**src/hw/rtl/rleib_pkg.sv**
```systemverilog
// Shared types, codes and helper functions for the run-length bitplane decoder.
`default_nettype none

package rleib_pkg;

    // Field and storage widths
    localparam int unsigned WordBits  = 64;
    localparam int unsigned ShiftW    = 7;
    localparam int unsigned CountW    = 6;
    localparam int unsigned RunLenW   = 12;
    localparam int unsigned BytesW    = 4;

    // Full word byte count
    localparam logic [BytesW-1:0] FULL_WORD_BYTES = 4'd8;

    // Input action codes
    localparam logic ACT_CODE  = 1'b0;
    localparam logic ACT_FLUSH = 1'b1;

    // Plane select codes
    localparam logic PLANE_BLACK = 1'b0;
    localparam logic PLANE_RED   = 1'b1;

    // Color codes and length mode codes of a code byte
    localparam logic [1:0] COLOR_BLACK = 2'd1;
    localparam logic [1:0] COLOR_RED   = 2'd2;
    localparam logic [1:0] MODE_EXTEND = 2'd1;

    // Sequencer states
    typedef enum logic [2:0] {
        ST_IDLE  = 3'b001,
        ST_RUN   = 3'b010,
        ST_FLUSH = 3'b100
    } state_t;

    // One result handed from the sequencer to the output register
    typedef struct packed {
        logic                valid;
        logic [WordBits-1:0] word;
        logic [BytesW-1:0]   bytes;
        logic                last;
    } emit_t;

    // Pixel value of a color on the selected plane: 0 on a match, else 1
    function automatic logic pixel_of(input logic plane, input logic [1:0] color);
        logic [1:0] match;
        match = (plane == PLANE_RED) ? COLOR_RED : COLOR_BLACK;
        return (color != match);
    endfunction

    // Mask that keeps the given number of bytes from the top of a word
    function automatic logic [WordBits-1:0] top_byte_mask(input logic [2:0] bytes);
        logic [WordBits-1:0] m;
        m = '0;
        for (int i = 0; i < 8; i++)
        begin
            if (i < int'(bytes))
            begin
                m[WordBits-1-8*i -: 8] = 8'hff;
            end
        end
        return m;
    endfunction

endpackage

`default_nettype wire

```
**src/hw/rtl/rleib_in_if.sv**
```systemverilog
// Code byte channel: valid/ready handshake with action and code byte.
`default_nettype none

interface rleib_in_if;
    logic       valid;
    logic       ready;
    logic       action;
    logic [7:0] code_byte;

    modport source (output valid, output action, output code_byte, input ready);
    modport sink (input valid, input action, input code_byte, output ready);
endinterface

`default_nettype wire

```
**src/hw/rtl/rleib_out_if.sv**
```systemverilog
// Pixel word channel: valid/ready handshake with packed pixels and byte count.
`default_nettype none

interface rleib_out_if;
    logic        valid;
    logic        ready;
    logic [63:0] pixel_word;
    logic [3:0]  valid_bytes;
    logic        last;

    modport source (output valid, output pixel_word, output valid_bytes, output last,
                    input ready);
    modport sink (input valid, input pixel_word, input valid_bytes, input last,
                  output ready);
endinterface

`default_nettype wire

```
**src/hw/rtl/rleib_shift_unit.sv**
```systemverilog
// Shared shift-and-fill unit: shifts the pending pixels left and fills the vacated bits.
`default_nettype none

module rleib_shift_unit
(
    input  wire logic [rleib_pkg::WordBits-1:0] data,
    input  wire logic [rleib_pkg::ShiftW-1:0]   amount,
    input  wire logic                           fill,
    output      logic [rleib_pkg::WordBits-1:0] result
);

    logic [rleib_pkg::WordBits-1:0] shifted;
    logic [rleib_pkg::WordBits-1:0] fill_mask;

    // Shift by up to a whole word; a shift of 64 or more drops all the data and leaves only the fill
    always_comb
    begin
        if (amount[rleib_pkg::ShiftW-1])
        begin
            shifted   = '0;
            fill_mask = '1;
        end
        else
        begin
            shifted   = data << amount[rleib_pkg::ShiftW-2:0];
            fill_mask = ~({rleib_pkg::WordBits{1'b1}} << amount[rleib_pkg::ShiftW-2:0]);
        end
        result = shifted | (fill ? fill_mask : '0);
    end

endmodule

`default_nettype wire

```
**src/hw/rtl/rleib_ctrl.sv**
```systemverilog
// Sequencer: decodes code bytes, steps runs through the shift unit, and flushes.
`default_nettype none

module rleib_ctrl
(
    input  wire logic             clk,
    input  wire logic             rst_n,
    input  wire logic             plane,
    input  wire logic             in_valid,
    input  wire logic             action,
    input  wire logic [7:0]       code_byte,
    input  wire logic             out_free,
    output      logic             in_ready,
    output      rleib_pkg::emit_t emit
);

    rleib_pkg::state_t state_reg, state_next;

    logic [rleib_pkg::WordBits-1:0] pending_reg, pending_next;
    logic [rleib_pkg::CountW-1:0]   count_reg, count_next;
    logic [rleib_pkg::RunLenW-1:0]  remain_reg, remain_next;
    logic                           run_bit_reg, run_bit_next;
    logic                           awaiting_reg, awaiting_next;
    logic [1:0]                     held_color_reg, held_color_next;
    logic [3:0]                     held_high_reg, held_high_next;

    logic [rleib_pkg::ShiftW-1:0]   space;
    logic [rleib_pkg::ShiftW-1:0]   take;
    logic [rleib_pkg::ShiftW-1:0]   filled_count;
    logic                           full;
    logic [rleib_pkg::RunLenW-1:0]  remain_after;
    logic [rleib_pkg::ShiftW-1:0]   shift_amount;
    logic                           shift_fill;
    logic [rleib_pkg::WordBits-1:0] shift_result;
    logic [2:0]                     flush_bytes;
    logic                           accept;
    logic [1:0]                     code_color;
    logic [1:0]                     code_mode;
    logic [3:0]                     code_nib;

    assign in_ready = (state_reg == rleib_pkg::ST_IDLE);
    assign accept   = in_valid && in_ready;

    assign code_color = code_byte[7:6];
    assign code_mode  = code_byte[5:4];
    assign code_nib   = code_byte[3:0];

    // Size the next chunk: the rest of the run or the room left in the word
    assign space = rleib_pkg::ShiftW'(rleib_pkg::WordBits) - {1'b0, count_reg};
    assign take  = (remain_reg < {{(rleib_pkg::RunLenW-rleib_pkg::ShiftW){1'b0}}, space})
                   ? remain_reg[rleib_pkg::ShiftW-1:0] : space;
    assign filled_count = {1'b0, count_reg} + take;
    assign full         = filled_count[rleib_pkg::ShiftW-1];
    assign remain_after = remain_reg
                          - {{(rleib_pkg::RunLenW-rleib_pkg::ShiftW){1'b0}}, take};
    assign flush_bytes  = count_reg[rleib_pkg::CountW-1:3];

    // Run steps append pixels; a flush aligns the pending pixels to the top
    assign shift_amount = (state_reg == rleib_pkg::ST_FLUSH) ? space : take;
    assign shift_fill   = (state_reg == rleib_pkg::ST_FLUSH) ? 1'b0 : run_bit_reg;

    rleib_shift_unit u_shift
    (
        .data   (pending_reg),
        .amount (shift_amount),
        .fill   (shift_fill),
        .result (shift_result)
    );

    // Next-state and result logic
    always_comb
    begin
        state_next      = state_reg;
        pending_next    = pending_reg;
        count_next      = count_reg;
        remain_next     = remain_reg;
        run_bit_next    = run_bit_reg;
        awaiting_next   = awaiting_reg;
        held_color_next = held_color_reg;
        held_high_next  = held_high_reg;

        emit.valid = 1'b0;
        emit.word  = shift_result;
        emit.bytes = rleib_pkg::FULL_WORD_BYTES;
        emit.last  = (remain_after[rleib_pkg::RunLenW-1:rleib_pkg::CountW] == '0);

        unique case (state_reg)
            rleib_pkg::ST_IDLE:
            begin
                if (accept)
                begin
                    priority if (action == rleib_pkg::ACT_FLUSH)
                    begin
                        state_next = rleib_pkg::ST_FLUSH;
                    end
                    else if (awaiting_reg)
                    begin
                        // Low count byte completes the extended run
                        awaiting_next = 1'b0;
                        remain_next   = {held_high_reg, code_byte};
                        run_bit_next  = rleib_pkg::pixel_of(plane, held_color_reg);
                        if ({held_high_reg, code_byte} != '0)
                        begin
                            state_next = rleib_pkg::ST_RUN;
                        end
                    end
                    else if (code_mode == rleib_pkg::MODE_EXTEND)
                    begin
                        // Hold the prefix until its low byte arrives
                        awaiting_next   = 1'b1;
                        held_color_next = code_color;
                        held_high_next  = code_nib;
                    end
                    else
                    begin
                        remain_next  = {{(rleib_pkg::RunLenW-4){1'b0}}, code_nib};
                        run_bit_next = rleib_pkg::pixel_of(plane, code_color);
                        if (code_nib != '0)
                        begin
                            state_next = rleib_pkg::ST_RUN;
                        end
                    end
                end
            end

            rleib_pkg::ST_RUN:
            begin
                // Advance one chunk; stall while a full word cannot be sent
                if (!full || out_free)
                begin
                    emit.valid   = full;
                    pending_next = full ? '0 : shift_result;
                    count_next   = full ? '0 : filled_count[rleib_pkg::CountW-1:0];
                    remain_next  = remain_after;
                    if (remain_after == '0)
                    begin
                        state_next = rleib_pkg::ST_IDLE;
                    end
                end
            end

            rleib_pkg::ST_FLUSH:
            begin
                // Send whole bytes, drop the partial byte and prefix, clear state
                emit.word  = shift_result & rleib_pkg::top_byte_mask(flush_bytes);
                emit.bytes = {1'b0, flush_bytes};
                emit.last  = 1'b1;
                if (flush_bytes == '0 || out_free)
                begin
                    emit.valid      = (flush_bytes != '0);
                    pending_next    = '0;
                    count_next      = '0;
                    awaiting_next   = 1'b0;
                    held_color_next = '0;
                    held_high_next  = '0;
                    state_next      = rleib_pkg::ST_IDLE;
                end
            end

            default:
            begin
                state_next = rleib_pkg::ST_IDLE;
            end
        endcase
    end

    // State registers
    always_ff @(posedge clk or negedge rst_n)
    begin
        if (!rst_n)
        begin
            state_reg      <= rleib_pkg::ST_IDLE;
            pending_reg    <= '0;
            count_reg      <= '0;
            remain_reg     <= '0;
            run_bit_reg    <= 1'b0;
            awaiting_reg   <= 1'b0;
            held_color_reg <= '0;
            held_high_reg  <= '0;
        end
        else
        begin
            state_reg      <= state_next;
            pending_reg    <= pending_next;
            count_reg      <= count_next;
            remain_reg     <= remain_next;
            run_bit_reg    <= run_bit_next;
            awaiting_reg   <= awaiting_next;
            held_color_reg <= held_color_next;
            held_high_reg  <= held_high_next;
        end
    end

endmodule

`default_nettype wire

```
**src/hw/rtl/rle_image_to_bitplane_top.sv**
```systemverilog
// Top level of the run-length image to bitplane decoder.
//
//  channel     dir   payload                               transfer when
//  code_ch     in    action, code_byte                     valid && ready
//  pixel_ch    out   pixel_word, valid_bytes, last         valid && ready
//  cfg         in    cfg_wr_data (plane select)            cfg_wr_en
//
//  A code byte that gives no pixels (extension prefix, zero run) leaves the sequencer idle.
//  Otherwise it is decoded, then the shift unit appends the run chunk by chunk, a chunk
//  ending at a word boundary or at the end of the run. A flush passes through its own
//  state, which waits while a partial result cannot be sent.
//  The code channel is ready only while the sequencer is idle.
//  A full result waits in the output register; a further word stalls the sequencer.
//  Reset clears the sequencer pixel state and the output valid flag, and selects the black plane.
`default_nettype none

module rle_image_to_bitplane_top
(
    input  wire logic       clk,
    input  wire logic       rst_n,
    input  wire logic       cfg_wr_en,
    input  wire logic       cfg_wr_data,
    rleib_in_if.sink        code_ch,
    rleib_out_if.source     pixel_ch
);

    logic                            plane_reg;
    logic                            out_valid_reg;
    logic [rleib_pkg::WordBits-1:0]  out_word_reg;
    logic [rleib_pkg::BytesW-1:0]    out_bytes_reg;
    logic                            out_last_reg;
    logic                            out_free;
    rleib_pkg::emit_t                emit;

    assign out_free = !out_valid_reg || pixel_ch.ready;

    rleib_ctrl u_ctrl
    (
        .clk       (clk),
        .rst_n     (rst_n),
        .plane     (plane_reg),
        .in_valid  (code_ch.valid),
        .action    (code_ch.action),
        .code_byte (code_ch.code_byte),
        .out_free  (out_free),
        .in_ready  (code_ch.ready),
        .emit      (emit)
    );

    // Plane select register
    always_ff @(posedge clk or negedge rst_n)
    begin
        if (!rst_n)
        begin
            plane_reg <= rleib_pkg::PLANE_BLACK;
        end
        else if (cfg_wr_en)
        begin
            plane_reg <= cfg_wr_data;
        end
    end

    // Output valid: set on a new result, drop after the transfer
    always_ff @(posedge clk or negedge rst_n)
    begin
        if (!rst_n)
        begin
            out_valid_reg <= 1'b0;
        end
        else if (emit.valid)
        begin
            out_valid_reg <= 1'b1;
        end
        else if (pixel_ch.ready)
        begin
            out_valid_reg <= 1'b0;
        end
    end

    // Output payload: load with each new result, hold otherwise
    always_ff @(posedge clk)
    begin
        if (emit.valid)
        begin
            out_word_reg  <= emit.word;
            out_bytes_reg <= emit.bytes;
            out_last_reg  <= emit.last;
        end
    end

    assign pixel_ch.valid       = out_valid_reg;
    assign pixel_ch.pixel_word  = out_word_reg;
    assign pixel_ch.valid_bytes = out_bytes_reg;
    assign pixel_ch.last        = out_last_reg;

endmodule

`default_nettype wire

```
**src/flat_wrapper.sv**
```systemverilog
// flat-port wrapper written by rule: the top's interface ports become plain ports
module rle_image_to_bitplane_top_flat 
  (clk, rst_n, cfg_wr_en, cfg_wr_data, code_ch_valid, code_ch_action, code_ch_code_byte, code_ch_ready, pixel_ch_valid, pixel_ch_pixel_word, pixel_ch_valid_bytes, pixel_ch_last, pixel_ch_ready);
  rleib_in_if code_ch_i ();
  rleib_out_if pixel_ch_i ();
  input  wire logic clk;
  input  wire logic rst_n;
  input  wire logic cfg_wr_en;
  input  wire logic cfg_wr_data;
  input wire logic [$bits(code_ch_i.valid)-1:0] code_ch_valid;
  input wire logic [$bits(code_ch_i.action)-1:0] code_ch_action;
  input wire logic [$bits(code_ch_i.code_byte)-1:0] code_ch_code_byte;
  output wire logic [$bits(code_ch_i.ready)-1:0] code_ch_ready;
  output wire logic [$bits(pixel_ch_i.valid)-1:0] pixel_ch_valid;
  output wire logic [$bits(pixel_ch_i.pixel_word)-1:0] pixel_ch_pixel_word;
  output wire logic [$bits(pixel_ch_i.valid_bytes)-1:0] pixel_ch_valid_bytes;
  output wire logic [$bits(pixel_ch_i.last)-1:0] pixel_ch_last;
  input wire logic [$bits(pixel_ch_i.ready)-1:0] pixel_ch_ready;
  assign code_ch_i.valid = code_ch_valid;
  assign code_ch_i.action = code_ch_action;
  assign code_ch_i.code_byte = code_ch_code_byte;
  assign code_ch_ready = code_ch_i.ready;
  assign pixel_ch_valid = pixel_ch_i.valid;
  assign pixel_ch_pixel_word = pixel_ch_i.pixel_word;
  assign pixel_ch_valid_bytes = pixel_ch_i.valid_bytes;
  assign pixel_ch_last = pixel_ch_i.last;
  assign pixel_ch_i.ready = pixel_ch_ready;
  rle_image_to_bitplane_top u_core (.clk(clk), .rst_n(rst_n), .cfg_wr_en(cfg_wr_en), .cfg_wr_data(cfg_wr_data), .code_ch(code_ch_i), .pixel_ch(pixel_ch_i));
endmodule
```
**config.mk**
```make
export PLATFORM = sky130hd
export DESIGN_NAME = rle_image_to_bitplane_top_flat
export DESIGN_NICKNAME = d
export VERILOG_FILES = /design/src/hw/rtl/rleib_pkg.sv /design/src/hw/rtl/rleib_in_if.sv /design/src/hw/rtl/rleib_out_if.sv /design/src/hw/rtl/rleib_shift_unit.sv /design/src/hw/rtl/rleib_ctrl.sv /design/src/hw/rtl/rle_image_to_bitplane_top.sv /design/src/flat_wrapper.sv
export SDC_FILE = /design/constraint.sdc
export NUM_CORES = 1
export LEC_CHECK = 0
export BUFFER_PORTS_ARGS = -buffer_cell sky130_fd_sc_hd__buf_2
export CAP_MARGIN = 20
export CELL_PAD_IN_SITES_DETAIL_PLACEMENT = 0
export CELL_PAD_IN_SITES_GLOBAL_PLACEMENT = 2
export CORE_ASPECT_RATIO = 0.8
export CORE_MARGIN = 2
export CORE_UTILIZATION = 38
export DETAILED_ROUTE_END_ITERATION = 7
export GPL_TIMING_DRIVEN = 0
export PLACE_DENSITY_LB_ADDON = 0.1
export SLEW_MARGIN = 40
export SYNTH_ARGS = -nofsm -noshare
export SYNTH_HDL_FRONTEND = slang
export SYNTH_SLANG_ARGS = --single-unit
```
**constraint.sdc**
```tcl
create_clock -name clk -period 10.39 [get_ports clk]
set_clock_uncertainty 0.05 [all_clocks]
set_input_delay 0.5195 -clock clk [delete_from_list [all_inputs] [get_ports clk]]
set_output_delay 0.5195 -clock clk [all_outputs]
set_load 0.02 [all_outputs]
```
==> results of run 1 <==
==> layer usage <==
| metal | global-route usage | wire length, um | up-vias |
|---|---|---|---|
| met5 | 0 | 0 | - |
| met4 | 0.1678 | 3418 | 0 |
| met3 | 0.1788 | 12160 | 204 |
| met2 | 0.5310 | 27490 | 1241 |
| met1 | 0.6128 | 32440 | 7349 |
| li1 | - | - | 6241 |
==> worst paths after layout <==
path,startpoint,end,slack (ns),cells past startpoint
max,u_core.u_ctrl.count_reg[3]$_DFFE_PN0P_,u_core.pixel_ch.pixel_word[53]$_DFFE_PP_,2.70,26
min,cfg_wr_data,u_core.plane_reg$_DFFE_PN0P_,0.23,2
max reg2reg,u_core.u_ctrl.count_reg[3]$_DFFE_PN0P_,u_core.pixel_ch.pixel_word[53]$_DFFE_PP_,2.70,26
min reg2reg,u_core.u_ctrl.held_color_reg[1]$_DFFE_PN0P_,u_core.u_ctrl.held_color_reg[1]$_DFFE_PN0P_,0.46,2
max in group asynchronous,rst_n,u_core.u_ctrl.pending_reg[58]$_DFFE_PN0P_,9.16,3
min in group asynchronous,rst_n,u_core.u_ctrl.held_high_reg[0]$_DFFE_PN0P_,0.48,2
==> cell usage in the layout, fill, tap and decap left out, types with 19 or more instances in the layout <==
cell type	Yosys	layout
sky130_fd_sc_hd__ha_1	20	20
sky130_fd_sc_hd__edfxtp_1	69	69
sky130_fd_sc_hd__o211ai_1	30	30
sky130_fd_sc_hd__dfrtp_1	94	94
sky130_fd_sc_hd__o31ai_1	44	44
sky130_fd_sc_hd__nor2_1	124	121
sky130_fd_sc_hd__nor2b_1	19	19
sky130_fd_sc_hd__clkbuf_1	50	46
sky130_fd_sc_hd__nor3_1	25	24
sky130_fd_sc_hd__and3_1	20	20
sky130_fd_sc_hd__nand2_1	162	162
sky130_fd_sc_hd__nand3_1	126	126
sky130_fd_sc_hd__a21oi_1	95	95
sky130_fd_sc_hd__a22o_1	25	25
sky130_fd_sc_hd__o21ai_0	116	112
sky130_fd_sc_hd__nand4_1	55	55
sky130_fd_sc_hd__buf_2	50	138
sky130_fd_sc_hd__a31oi_1	23	21
sky130_fd_sc_hd__inv_1	39	39
sky130_fd_sc_hd__a211oi_1	28	27
sky130_fd_sc_hd__mux2i_1	51	50
==> logic make-up after synthesis <==
logic type,Yosys count,share of synthesized area
AOI/OAI and AO/OA,547,0.2920
xor gates and xnor gates,10,0.006704
adders and majority gates,22,0.02222
buffers and inverters,167,0.05823
DFF,164,0.3407
muxes,75,0.06522
and+or+nand+nor,581,0.2149
==> stage by stage <==
stage / instances / hold slack [ns] / worst slack (ns)
4_1_cts: 2126 / 0.2277 / 3.048
3_3_place_gp: 2085 / 0.4440 / 0.1169
3_5_place_dp: 2093 / 0.4004 / 3.064
6_report: 2127 / 0.2300 / 2.699
2_1_floorplan: 1566 / 0.1739 / 2.700
5_1_grt: 2126 / 0.2391 / 2.431
==> cell type report <==
class | instances | area (sq um)
Clock buffer | 17 | 425.4
Tap cell | 434 | 543.0
Antenna cell | 1 | 2.502
Inverter | 40 | 150.1
Fill cell | 3507 | 18930
Multi-Input combinational cell | 1235 | 7911
Buffer | 127 | 619.3
Timing Repair Buffer | 94 | 563.0
Clock inverter | 15 | 187.7
Sequential cell | 164 | 4451
==> what timing repair did <==
item	CTS	global route
setup endpoints to repair	0	0
hold buffers	1	0
hold endpoints to repair	42	0
==> flow_summary_export.csv, run 1 <==
group,metric,value,unit
floorplan,core.rowCount,60,
worst_setup_path,cpMaxStageDelayCell,"sky130_fd_sc_hd__nor3_1",
worst_setup_path,path_max_fanout,22,
synth,register_bit_total_from_synthesis,164,
floorplan,dieWidth,211.3,um
synth,synth-warning-count,0,
synth,post_synthesis_cell_area,13060,sq um
synth,postSynthNetCount,1603,
grt,maximum_number_of_pins_on_one_net_before_global_route_repair,54,
timing,max_slew_vio_count,0,
floorplan,start_util,0.3867,
cells_and_area,utilization,0.4397,
timing,hold_violations,0,
routing,detailroute.via_count,15035,
flow_run,max-cap-violations,0,
clocking,cts.repair.resized,0,
routing,post_drt_via_cell_ratio,7.069,
routing,post_detailed_route_wirelength_per_cell,35.50,um
routing,drtIter0Drc,2424,
clocking,cts-htree-levels,4,
synth,postSynthAreaPerCell,8.342,sq um
timing,grt_setup_unrepaired,"no",
synth,synth.most_common_cell,"sky130_fd_sc_hd__nand2_1",
clocking,post_cts_buffers,0,
worst_setup_path,critical_path_required,10.51,ns
grt,grt-ovfl-total,0,
clocking,clk-insertion-delay-late,0.47,ns
place,port_buffers,85,
place,globalplace.congestion,1.075,
routing,firstDrtPassIters,7,
worst_setup_path,timing.critical_path.mode_cell,"sky130_fd_sc_hd__a21oi_1",
floorplan,design.die.area,35890,sq um
cells_and_area,areaGrowthSynthToFinish,13.70,%
routing,post-route-drc-count,0,
synth,synth_sequential_area_ratio,0.3407,
cells_and_area,fin_nets,1716,
worst_setup_path,slowest_delay,0.68,ns
synth,number_of_enable_flip_flop_cells_after_synthesis,69,
floorplan,placeableCoreArea,33780,sq um
timing,final.period_utilization,0.7403,
grt,global_route_wire_length_before_repair,105700,um
timing,setup_total_negative_slack,0,ns
clocking,clk_pin_slew_worst_paths,0.08,ns
timing,final_critical_delay_including_setup_and_external_delays,7.691,ns
timing,finalSetupViolations,0,
grt,antenna_violations_before_repair,2,
place,detailed_place.area,14210,sq um
clocking,cts_tree,"built",
clocking,clk_path_buf_depth,2,
place,dp_hpwl,58450,um
clocking,numCtsBuffers,17,
clocking,clock-sinks,164,
run_status,outcome,"complete, no violations",
hold_path,timing.hold.worst.class,"in2reg",
synth,netlist_instances,1566,
worst_setup_path,worst_ep_arrival_time,7.81,ns
grt,grt_pass1_vias,13770,
synth,async_reset_ff_frac,0.5793,
synth,post_synth_most_frequent_cells,"162 x sky130_fd_sc_hd__nand2_1, 126 x sky130_fd_sc_hd__nand3_1, 124 x sky130_fd_sc_hd__nor2_1, 116 x sky130_fd_sc_hd__o21ai_0, 95 x sky130_fd_sc_hd__a21oi_1",
routing,final_antenna_net_count,0,
cells_and_area,fin_area,14850,sq um
worst_setup_path,cp.buffers_inverters,9,
floorplan,io-pin-count,86,
timing,achievable-frequency,0.1300,GHz
clocking,root_cell_of_the_clock_tree,"sky130_fd_sc_hd__clkbuf_16",
worst_setup_path,timing.critical_path.max_delay_family,"buffers and inverters",
synth,synthFlopType,"sky130_fd_sc_hd__dfrtp_1",
routing,detail_route.wirelength,75510,um
worst_setup_path,start_kind,"flop",
grt,globalRouteTotalUtil,0.4199,
timing,transition_time_at_the_pin_with_the_least_slew_margin,0.9739,ns
synth,synth_top_cell_by_area,"sky130_fd_sc_hd__dfrtp_1",
synth,yosys.area.top_type_share,0.1801,
cells_and_area,drive_gt1_frac,0.1572,
floorplan,die_height,169.8,um
synth,netlist-cell-type-count,100,
worst_setup_path,worst-setup-path-type,"reg2reg",
synth,post_synth_main_area_contributors,"sky130_fd_sc_hd__dfrtp_1 18%, sky130_fd_sc_hd__edfxtp_1 16%, sky130_fd_sc_hd__nand3_1 4.8%",
timing,worst_slew_margin_rel,0.3422,
worst_setup_path,critPathCaptureType,"flop",
Power of run 1 is not shown: default switching activity piles up to over one toggle a cycle in this logic, so the estimate is an artifact.
==> inputs of run 2 (changes only) <==
--- a/config.mk
+++ b/config.mk
@@ -5,13 +5,14 @@
 export SDC_FILE = /design/constraint.sdc
 export NUM_CORES = 1
 export LEC_CHECK = 0
+export ABC_AREA = 1
 export BUFFER_PORTS_ARGS = -buffer_cell sky130_fd_sc_hd__buf_2
 export CAP_MARGIN = 20
 export CELL_PAD_IN_SITES_DETAIL_PLACEMENT = 0
 export CELL_PAD_IN_SITES_GLOBAL_PLACEMENT = 2
 export CORE_ASPECT_RATIO = 0.8
 export CORE_MARGIN = 2
-export CORE_UTILIZATION = 38
+export CORE_UTILIZATION = 35
 export DETAILED_ROUTE_END_ITERATION = 7
 export GPL_TIMING_DRIVEN = 0
 export PLACE_DENSITY_LB_ADDON = 0.1
==> constraint.sdc (replaced) <==
create_clock -name clk -period 7.1 [get_ports clk]
set_clock_uncertainty 0.05 [all_clocks]
set_input_delay 0.355 -clock clk [delete_from_list [all_inputs] [get_ports clk]]
set_output_delay 0.355 -clock clk [all_outputs]
set_load 0.02 [all_outputs]
==> run 2 against run 1 <==
Register-to-register slack lost 1.7 ns. Count of clock-buffer cells in the layout is the same. Sequential cell count is the same. Synthesized cell count grew 17%. Non-clock buffer count shrank 29. First-iteration DRC count shrank 13%. Synthesized area shrank 4.8%. Worst hold slack lost 0.16 ns. Die area grew 3.3%. Fmax grew 26%. Highest routed layer is now met5. Sequential share of layout area grew 1.4 points.
==> flow_summary_export.csv, run 2 <==
group,metric,value,unit
timing,hold_slack,0.06581,ns
floorplan,dieWidth,214.8,um
routing,drtIter0Drc,2116,
grt,global_route_wire_length_before_repair,92140,um
synth,synth-warning-count,0,
synth,synth.most_common_cell,"sky130_fd_sc_hd__nand2_1",
floorplan,design.die.area,37090,sq um
hold_path,worst_hold_path.num_cells,2,
timing,setup_total_negative_slack,0,ns
synth,synth_sequential_area_ratio,0.3577,
worst_setup_path,slowest_delay,0.43,ns
worst_setup_path,timing.reg2reg.worst_path_depth,30,
floorplan,die_height,172.6,um
synth,netlist-cell-type-count,57,
routing,post_detailed_route_wirelength_per_cell,26.67,um
synth,post_synthesis_cell_area,12440,sq um
cells_and_area,fillerInstances,3790,
routing,detail_route.wirelength,64720,um
place,globalplace.congestion,1.035,
hold_path,timing.hold.worst.start,"cfg_wr_data",
timing,hold_violations,0,
clocking,clk_pin_slew_worst_paths,0.08,ns
worst_setup_path,critPathCaptureType,"flop",
synth,yosys.area_share.adder,0.02333,
synth,synth_compound_gate_area_share,0.1119,
routing,detailroute.via_count,14227,
synth,main_combinational_cell_family_by_area_after_synthesis,"simple AND/OR/NAND/NOR gates",
synth,register_bit_total_from_synthesis,164,
timing,transition_time_at_the_pin_with_the_least_slew_margin,0.7772,ns
cells_and_area,areaGrowthSynthToFinish,14.15,%
grt,globalRouteTotalUtil,0.3458,
synth,postSynthNetCount,1869,
run_status,outcome,"complete, no violations",
worst_setup_path,start_kind,"flop",
worst_setup_path,cpMaxStageDelayCell,"sky130_fd_sc_hd__fa_1",
clocking,post_cts_buffers,0,
synth,synth_top_cell_by_area,"sky130_fd_sc_hd__nand3_1",
floorplan,placeableCoreArea,34880,sq um
synth,synthFlopType,"sky130_fd_sc_hd__dfrtp_1",
synth,number_of_enable_flip_flop_cells_after_synthesis,69,
cells_and_area,antenna-diode-count,0,
worst_setup_path,critical_path.reg2reg.startpoint,"u_core.u_ctrl.count_reg[5]$_DFFE_PN0P_",
timing,grt_setup_unrepaired,"no",
synth,yosys.area.top_type_share,0.1939,
worst_setup_path,path_max_fanout,10,
synth,async_reset_ff_frac,0.5793,
worst_setup_path,worst_setup_path_startpoint,"u_core.u_ctrl.count_reg[5]$_DFFE_PN0P_",
synth,netlist_instances,1832,
timing,max_slew_vio_count,0,
clocking,clk_path_buf_depth,2,
worst_setup_path,timing.critical_path.mode_cell,"sky130_fd_sc_hd__nand2_1",
cells_and_area,fin_area,14200,sq um
grt,antenna_violations_before_repair,3,
cells_and_area,drive_gt1_frac,0.1207,
timing,final.period_utilization,0.8603,
timing,finalSetupViolations,0,
hold_path,timing.hold.worst.class,"in2reg",
grt,grt-ovfl-total,0,
cells_and_area,multi_input_area,7032,sq um
worst_setup_path,critical_path_required,7.48,ns
cells_and_area,layout.area.seq,4451,sq um
place,detailed_place.area,13580,sq um
place,port_buffers,85,
synth,postSynthAreaPerCell,6.792,sq um
floorplan,start_util,0.3567,
routing,final_antenna_net_count,0,
routing,post-route-drc-count,0,
routing,firstDrtPassIters,6,
synth,post_synth_main_area_contributors,"sky130_fd_sc_hd__nand3_1 19%, sky130_fd_sc_hd__dfrtp_1 19%, sky130_fd_sc_hd__nand2_1 17%",
cells_and_area,layout_commonest_cell,"sky130_fd_sc_hd__nand2_1",
worst_setup_path,worst_ep_arrival_time,6.48,ns
clocking,clk-insertion-delay-late,0.49,ns
flow_run,max-cap-violations,0,
timing,achievable-frequency,0.1637,GHz
timing,final_critical_delay_including_setup_and_external_delays,6.108,ns
place,dp_hpwl,52210,um
clocking,numCtsBuffers,17,
synth,post_synth_mux_area_share,0.0009050,
synth,post_synth_xor_area_fraction,0.01187,
clocking,cts_tree,"built",
worst_setup_path,reg2reg_setup_slack,0.99,ns
timing,worst_slew_margin_rel,0.4818,
synth,synthSimpleGateAreaFrac,0.4155,
floorplan,io-pin-count,86,
clocking,root_cell_of_the_clock_tree,"sky130_fd_sc_hd__clkbuf_16",
worst_setup_path,worst-setup-path-type,"reg2reg",
clocking,cts-htree-levels,4,
grt,grt_pass1_vias,12969,
floorplan,core.rowCount,61,
cells_and_area,layout_common_cells,"558 x sky130_fd_sc_hd__nand2_1, 482 x sky130_fd_sc_hd__nand3_1, 123 x sky130_fd_sc_hd__buf_2, 104 x sky130_fd_sc_hd__inv_1, 94 x sky130_fd_sc_hd__dfrtp_1",
routing,post_drt_via_cell_ratio,5.862,
worst_setup_path,regToRegEndpoint,"u_core.u_ctrl.pending_reg[15]$_DFFE_PN0P_",
synth,post_synth_most_frequent_cells,"558 x sky130_fd_sc_hd__nand2_1, 482 x sky130_fd_sc_hd__nand3_1, 104 x sky130_fd_sc_hd__inv_1, 94 x sky130_fd_sc_hd__dfrtp_1, 88 x sky130_fd_sc_hd__o21ai_0",
grt,maximum_number_of_pins_on_one_net_before_global_route_repair,64,
hold_path,timing.hold.worst_endpoint,"u_core.plane_reg$_DFFE_PN0P_",
cells_and_area,fin_nets,1979,
clocking,clock-sinks,164,
-- run 2: cell count changes in the layout (fill, tap and decap cells not counted), sizes merged, moves of 41 or more --
cell,delta
mux2i,-56
nand2,+408
nand4,-46
inv,+76
o31ai,-41
nand3,+358
-- run 2: worst max-delay path by stage --
stage                                                endpoint  slack (ns)
floorplan                  u_core.pixel_ch.last$_SDFFCE_PP1P_        0.20
global placement     u_core.pixel_ch.pixel_word[39]$_DFFE_PP_       -2.21
detailed placement  u_core.u_ctrl.pending_reg[15]$_DFFE_PN0P_        1.12
CTS                 u_core.u_ctrl.pending_reg[15]$_DFFE_PN0P_        1.09
global route        u_core.u_ctrl.pending_reg[14]$_DFFE_PN0P_        0.62
finish              u_core.u_ctrl.pending_reg[15]$_DFFE_PN0P_        0.99
-- run 2: layout make-up --
type | count | area share
well taps | 472 | 0.04158
inverters | 117 | 0.03101
flip-flops and latches | 164 | 0.3133
clock buffers | 17 | 0.02995
multi-input cells | 1450 | 0.4951
repair buffers | 91 | 0.03753
clock inverters | 15 | 0.01339
plain buffers | 101 | 0.03814
-- run 2: stage by stage --
| step | cells | setup slack, ns | util |
|---|---|---|---|
| floorplan | 1832 | 0.1983 | - |
| global placement | 2389 | -2.208 | 0.3859 |
| detailed placement | 2394 | 1.124 | 0.3893 |
| CTS | 2427 | 1.094 | 0.4072 |
| finish | 2427 | 0.9922 | 0.4072 |
| global route | 2427 | 0.6152 | 0.4072 |
-- run 2: layer usage --
metal  vias to the layer above  wire [um]  global-route usage
li1                       6439          -                   -
met1                      6848      30220              0.5357
met2                       835      25600              0.4738
met3                        99       7105             0.07089
met4                         6       1763              0.1047
met5                         -         35                   0
-- run 2: cell families (layout without fill, tap and decap cells) --
kind of cell    after synthesis  in the layout
simple gates               1175           1175
buf+inv                     218            341
mux                           1              1
compound gates              236            236
fa+ha+maj                    22             22
xor+xnor                     16             16
flops                       164            164
-- run 2: critical path: cells and delay by family (launching register included) --
kind	cells	cell delay (ns)
fa+ha+maj	3	0.91
xor+xnor	1	0.30
buf+inv	7	1.29
flops	1	0.35
simple gates	12	1.67
compound gates	7	1.43
-- run 2: repair_timing --
| item | 4_1_cts | 5_1_grt |
|---|---|---|
| resized for setup | 0 | 0 |
| endpoints found under the setup margin | 0 | 0 |
| hold endpoints to repair | 32 | 0 |
| hold buffers | 1 | 0 |
Power of run 2 is left out for the same reason.
==> inputs of run 3 (changes only) <==
--- a/config.mk
+++ b/config.mk
@@ -12,7 +12,7 @@
 export CELL_PAD_IN_SITES_GLOBAL_PLACEMENT = 2
 export CORE_ASPECT_RATIO = 0.8
 export CORE_MARGIN = 2
-export CORE_UTILIZATION = 35
+export CORE_UTILIZATION = 32
 export DETAILED_ROUTE_END_ITERATION = 7
 export GPL_TIMING_DRIVEN = 0
 export PLACE_DENSITY_LB_ADDON = 0.1
==> constraint.sdc (replaced) <==
create_clock -name clk -period 5 [get_ports clk]
set_clock_uncertainty 0.05 [all_clocks]
set_input_delay 0.25 -clock clk [delete_from_list [all_inputs] [get_ports clk]]
set_output_delay 0.25 -clock clk [all_outputs]
set_load 0.02 [all_outputs]
==> run 3 against run 2 <==
First-iteration DRC count fell by 4.7%. Cell count grew 1.8%. Largest cell class unchanged. Sequential share of layout area is 0.72 points lower. Critical endpoint is now u_core.u_ctrl.pending_reg[28]$_DFFE_PN0P_.
==> flow_summary_export.csv, run 3 (synthesized netlist as in run 2, its figures left out) <==
group,metric,value,unit
routing,wl_met1,32410,um
clocking,cts-htree-levels,4,
timing,max_slew_vio_count,0,
cells_and_area,antenna-diode-count,0,
floorplan,core.rowCount,64,
routing,final_antenna_net_count,0,
worst_setup_path,path_cells,"inv_2, nand3_2, inv_1, nand3_1, o21ai_2, inv_1, ha_1, nand2_1, nor3_4, nand2_2, nand2_8, buf_4, nand2_1, nand3_1, nand2_2, buf_2, nor2_1, inv_1, o21ai_1, o21ai_0, nand2_1, nand2_1, nand2_1",
routing,routed.top_layer,"met4",
routing,detail_route.wirelength,66280,um
routing,route.met3.wl,5982,um
worst_setup_path,cpMaxStageDelayCell,"sky130_fd_sc_hd__nor2_1",
clocking,root_cell_of_the_clock_tree,"sky130_fd_sc_hd__clkbuf_16",
routing,post_detailed_route_wirelength_per_cell,26.82,um
cells_and_area,layout.area.seq,4456,sq um
cells_and_area,drive_gt1_frac,0.1478,
cells_and_area,areaGrowthSynthToFinish,16.97,%
cells_and_area,layout_commonest_cell,"sky130_fd_sc_hd__nand2_1",
cells_and_area,layout_common_cells,"555 x sky130_fd_sc_hd__nand2_1, 479 x sky130_fd_sc_hd__nand3_1, 123 x sky130_fd_sc_hd__buf_2, 98 x sky130_fd_sc_hd__inv_1, 90 x sky130_fd_sc_hd__dfrtp_1",
floorplan,dieWidth,224.5,um
timing,final.period_utilization,0.9433,
worst_setup_path,worst_setup_path_startpoint,"u_core.u_ctrl.count_reg[2]$_DFFE_PN0P_",
cells_and_area,fillerInstances,4262,
hold_path,timing.hold.worst.class,"in2reg",
flow_run,max-cap-violations,0,
grt,antenna_violations_before_repair,0,
timing,grt_setup_unrepaired,"no",
worst_setup_path,worst-setup-path-type,"reg2reg",
timing,postLayoutSetupSlackWorst,0.2836,ns
worst_setup_path,cp.buffers_inverters,6,
worst_setup_path,critical_path.reg2reg.startpoint,"u_core.u_ctrl.count_reg[2]$_DFFE_PN0P_",
hold_path,timing.hold.worst.start,"code_ch_action",
cells_and_area,multi_input_area,7156,sq um
timing,hold_violations,0,
timing,finalSetupViolations,0,
routing,route.met2.wl,26150,um
worst_setup_path,timing.critical_path.max_delay_family,"simple AND/OR/NAND/NOR gates",
floorplan,io-pin-count,86,
grt,global_route_wire_length_before_repair,94720,um
routing,firstDrtPassIters,6,
worst_setup_path,start_kind,"flop",
worst_setup_path,slowest_delay,0.60,ns
clocking,clk_pin_slew_worst_paths,0.08,ns
grt,grt_pass1_vias,13120,
place,port_buffers,85,
place,dp_hpwl,53440,um
timing,achievable-frequency,0.2120,GHz
clocking,clk_path_buf_depth,2,
floorplan,placeableCoreArea,38280,sq um
grt,grt-ovfl-total,0,
clocking,cts_tree,"built",
cells_and_area,utilization,0.3803,
worst_setup_path,critical_path_required,5.37,ns
place,place_ws,-1.181,ns
routing,post_drt_via_cell_ratio,5.744,
grt,globalRouteTotalUtil,0.3287,
timing,worst_slew_margin_rel,0.3701,
worst_setup_path,timing.critical_path.mode_cell,"sky130_fd_sc_hd__nand2_1",
run_status,outcome,"complete, no violations",
clocking,clock-sinks,164,
routing,post-route-drc-count,0,
clocking,clk-insertion-delay-late,0.48,ns
timing,final_critical_delay_including_setup_and_external_delays,4.716,ns
routing,detailroute.via_count,14193,
floorplan,design.die.area,40490,sq um
worst_setup_path,path_max_fanout,10,
place,dp_cells,2417,
clocking,numCtsBuffers,17,
floorplan,start_util,0.3251,
timing,transition_time_at_the_pin_with_the_least_slew_margin,0.9449,ns
cells_and_area,fin_nets,2000,
routing,drtIter0Drc,2016,
place,globalplace.congestion,1.006,
floorplan,die_height,180.4,um
worst_setup_path,critPathCaptureType,"flop",
timing,setup_total_negative_slack,0,ns
worst_setup_path,worst_ep_arrival_time,5.08,ns
grt,maximum_number_of_pins_on_one_net_before_global_route_repair,58,
cells_and_area,final_cell_count_no_fill,2471,
## run 3: cell count changes in the layout (fill, tap and decap cells not counted), moves of 4 or more
cell                       delta
sky130_fd_sc_hd__buf_4       +19
sky130_fd_sc_hd__clkbuf_1     -7
sky130_fd_sc_hd__inv_1        -6
sky130_fd_sc_hd__clkbuf_2     +5
sky130_fd_sc_hd__o21ai_0      -5
sky130_fd_sc_hd__a21oi_1      -4
sky130_fd_sc_hd__a21oi_2      +4
sky130_fd_sc_hd__dfrtp_1      -4
sky130_fd_sc_hd__dfrtp_2      +4
## run 3: what timing repair did
action                                 in CTS  in global routing
resized for setup                          25                 36
endpoints found under the hold margin      51                  0
setup endpoints to repair                 157                151
hold buffers                                4                  0
setup buffers                              10                  9
pin swaps                                   5                  8
## run 3: worst paths after layout
| path | cells past startpoint | endpoint | slack (ns) |
|---|---|---|---|
| min in group asynchronous | 2 | u_core.u_ctrl.pending_reg[5]$_DFFE_PN0P_ | 0.19 |
| max in group asynchronous | 3 | u_core.u_ctrl.state_reg[0]$_DFFE_PN1P_ | 4.00 |
| setup / recovery | 23 | u_core.u_ctrl.pending_reg[28]$_DFFE_PN0P_ | 0.28 |
| hold / removal | 3 | u_core.u_ctrl.state_reg[2]$_DFFE_PN0P_ | 0.03 |
| setup reg to reg | 23 | u_core.u_ctrl.pending_reg[28]$_DFFE_PN0P_ | 0.28 |
| hold reg to reg | 2 | u_core.u_ctrl.pending_reg[61]$_DFFE_PN0P_ | 0.43 |
## run 3: layer usage
metal / GRT usage / vias up
met2: 0.4456 / 703
met5: 0 / -
met3: 0.07288 / 78
li1: - / 6476
met1: 0.5106 / 6936
met4: 0.09563 / 0
## run 3: cell type report
type / instances / area share
Clock buffer: 17 / 0.02923
Tap cell: 495 / 0.04255
Buffer: 100 / 0.03825
Inverter: 117 / 0.03163
Sequential cell: 164 / 0.3061
Multi-Input combinational cell: 1450 / 0.4916
Clock inverter: 15 / 0.01126
Timing Repair Buffer: 113 / 0.04934
## run 3: worst reg2reg max path, stage by stage, from the launching register on
cell,delay [ns]
sky130_fd_sc_hd__dfrtp_2,0.45
sky130_fd_sc_hd__inv_2,0.10
sky130_fd_sc_hd__nand3_2,0.12
sky130_fd_sc_hd__inv_1,0.11
sky130_fd_sc_hd__nand3_1,0.09
sky130_fd_sc_hd__o21ai_2,0.08
sky130_fd_sc_hd__inv_1,0.07
sky130_fd_sc_hd__ha_1,0.29
sky130_fd_sc_hd__nand2_1,0.09
sky130_fd_sc_hd__nor3_4,0.21
sky130_fd_sc_hd__nand2_2,0.13
sky130_fd_sc_hd__nand2_8,0.12
sky130_fd_sc_hd__buf_4,0.12
sky130_fd_sc_hd__nand2_1,0.04
sky130_fd_sc_hd__nand3_1,0.08
sky130_fd_sc_hd__nand2_2,0.09
sky130_fd_sc_hd__buf_2,0.23
sky130_fd_sc_hd__nor2_1,0.60
sky130_fd_sc_hd__inv_1,0.20
sky130_fd_sc_hd__o21ai_1,0.56
sky130_fd_sc_hd__o21ai_0,0.40
sky130_fd_sc_hd__nand2_1,0.26
sky130_fd_sc_hd__nand2_1,0.08
sky130_fd_sc_hd__nand2_1,0.06
## run 3: per-stage QoR
| stage | cell area [sq um] | hold WS (ns) |
|---|---|---|
| floorplan | 12450 | -0.09559 |
| global placement | 13500 | 0.4162 |
| detailed placement | 13620 | 0.1164 |
| CTS | 14380 | 0.01339 |
| global route | 14560 | 0.03399 |
| finish | 14560 | 0.03319 |
Power of run 3 is left out for the same reason.
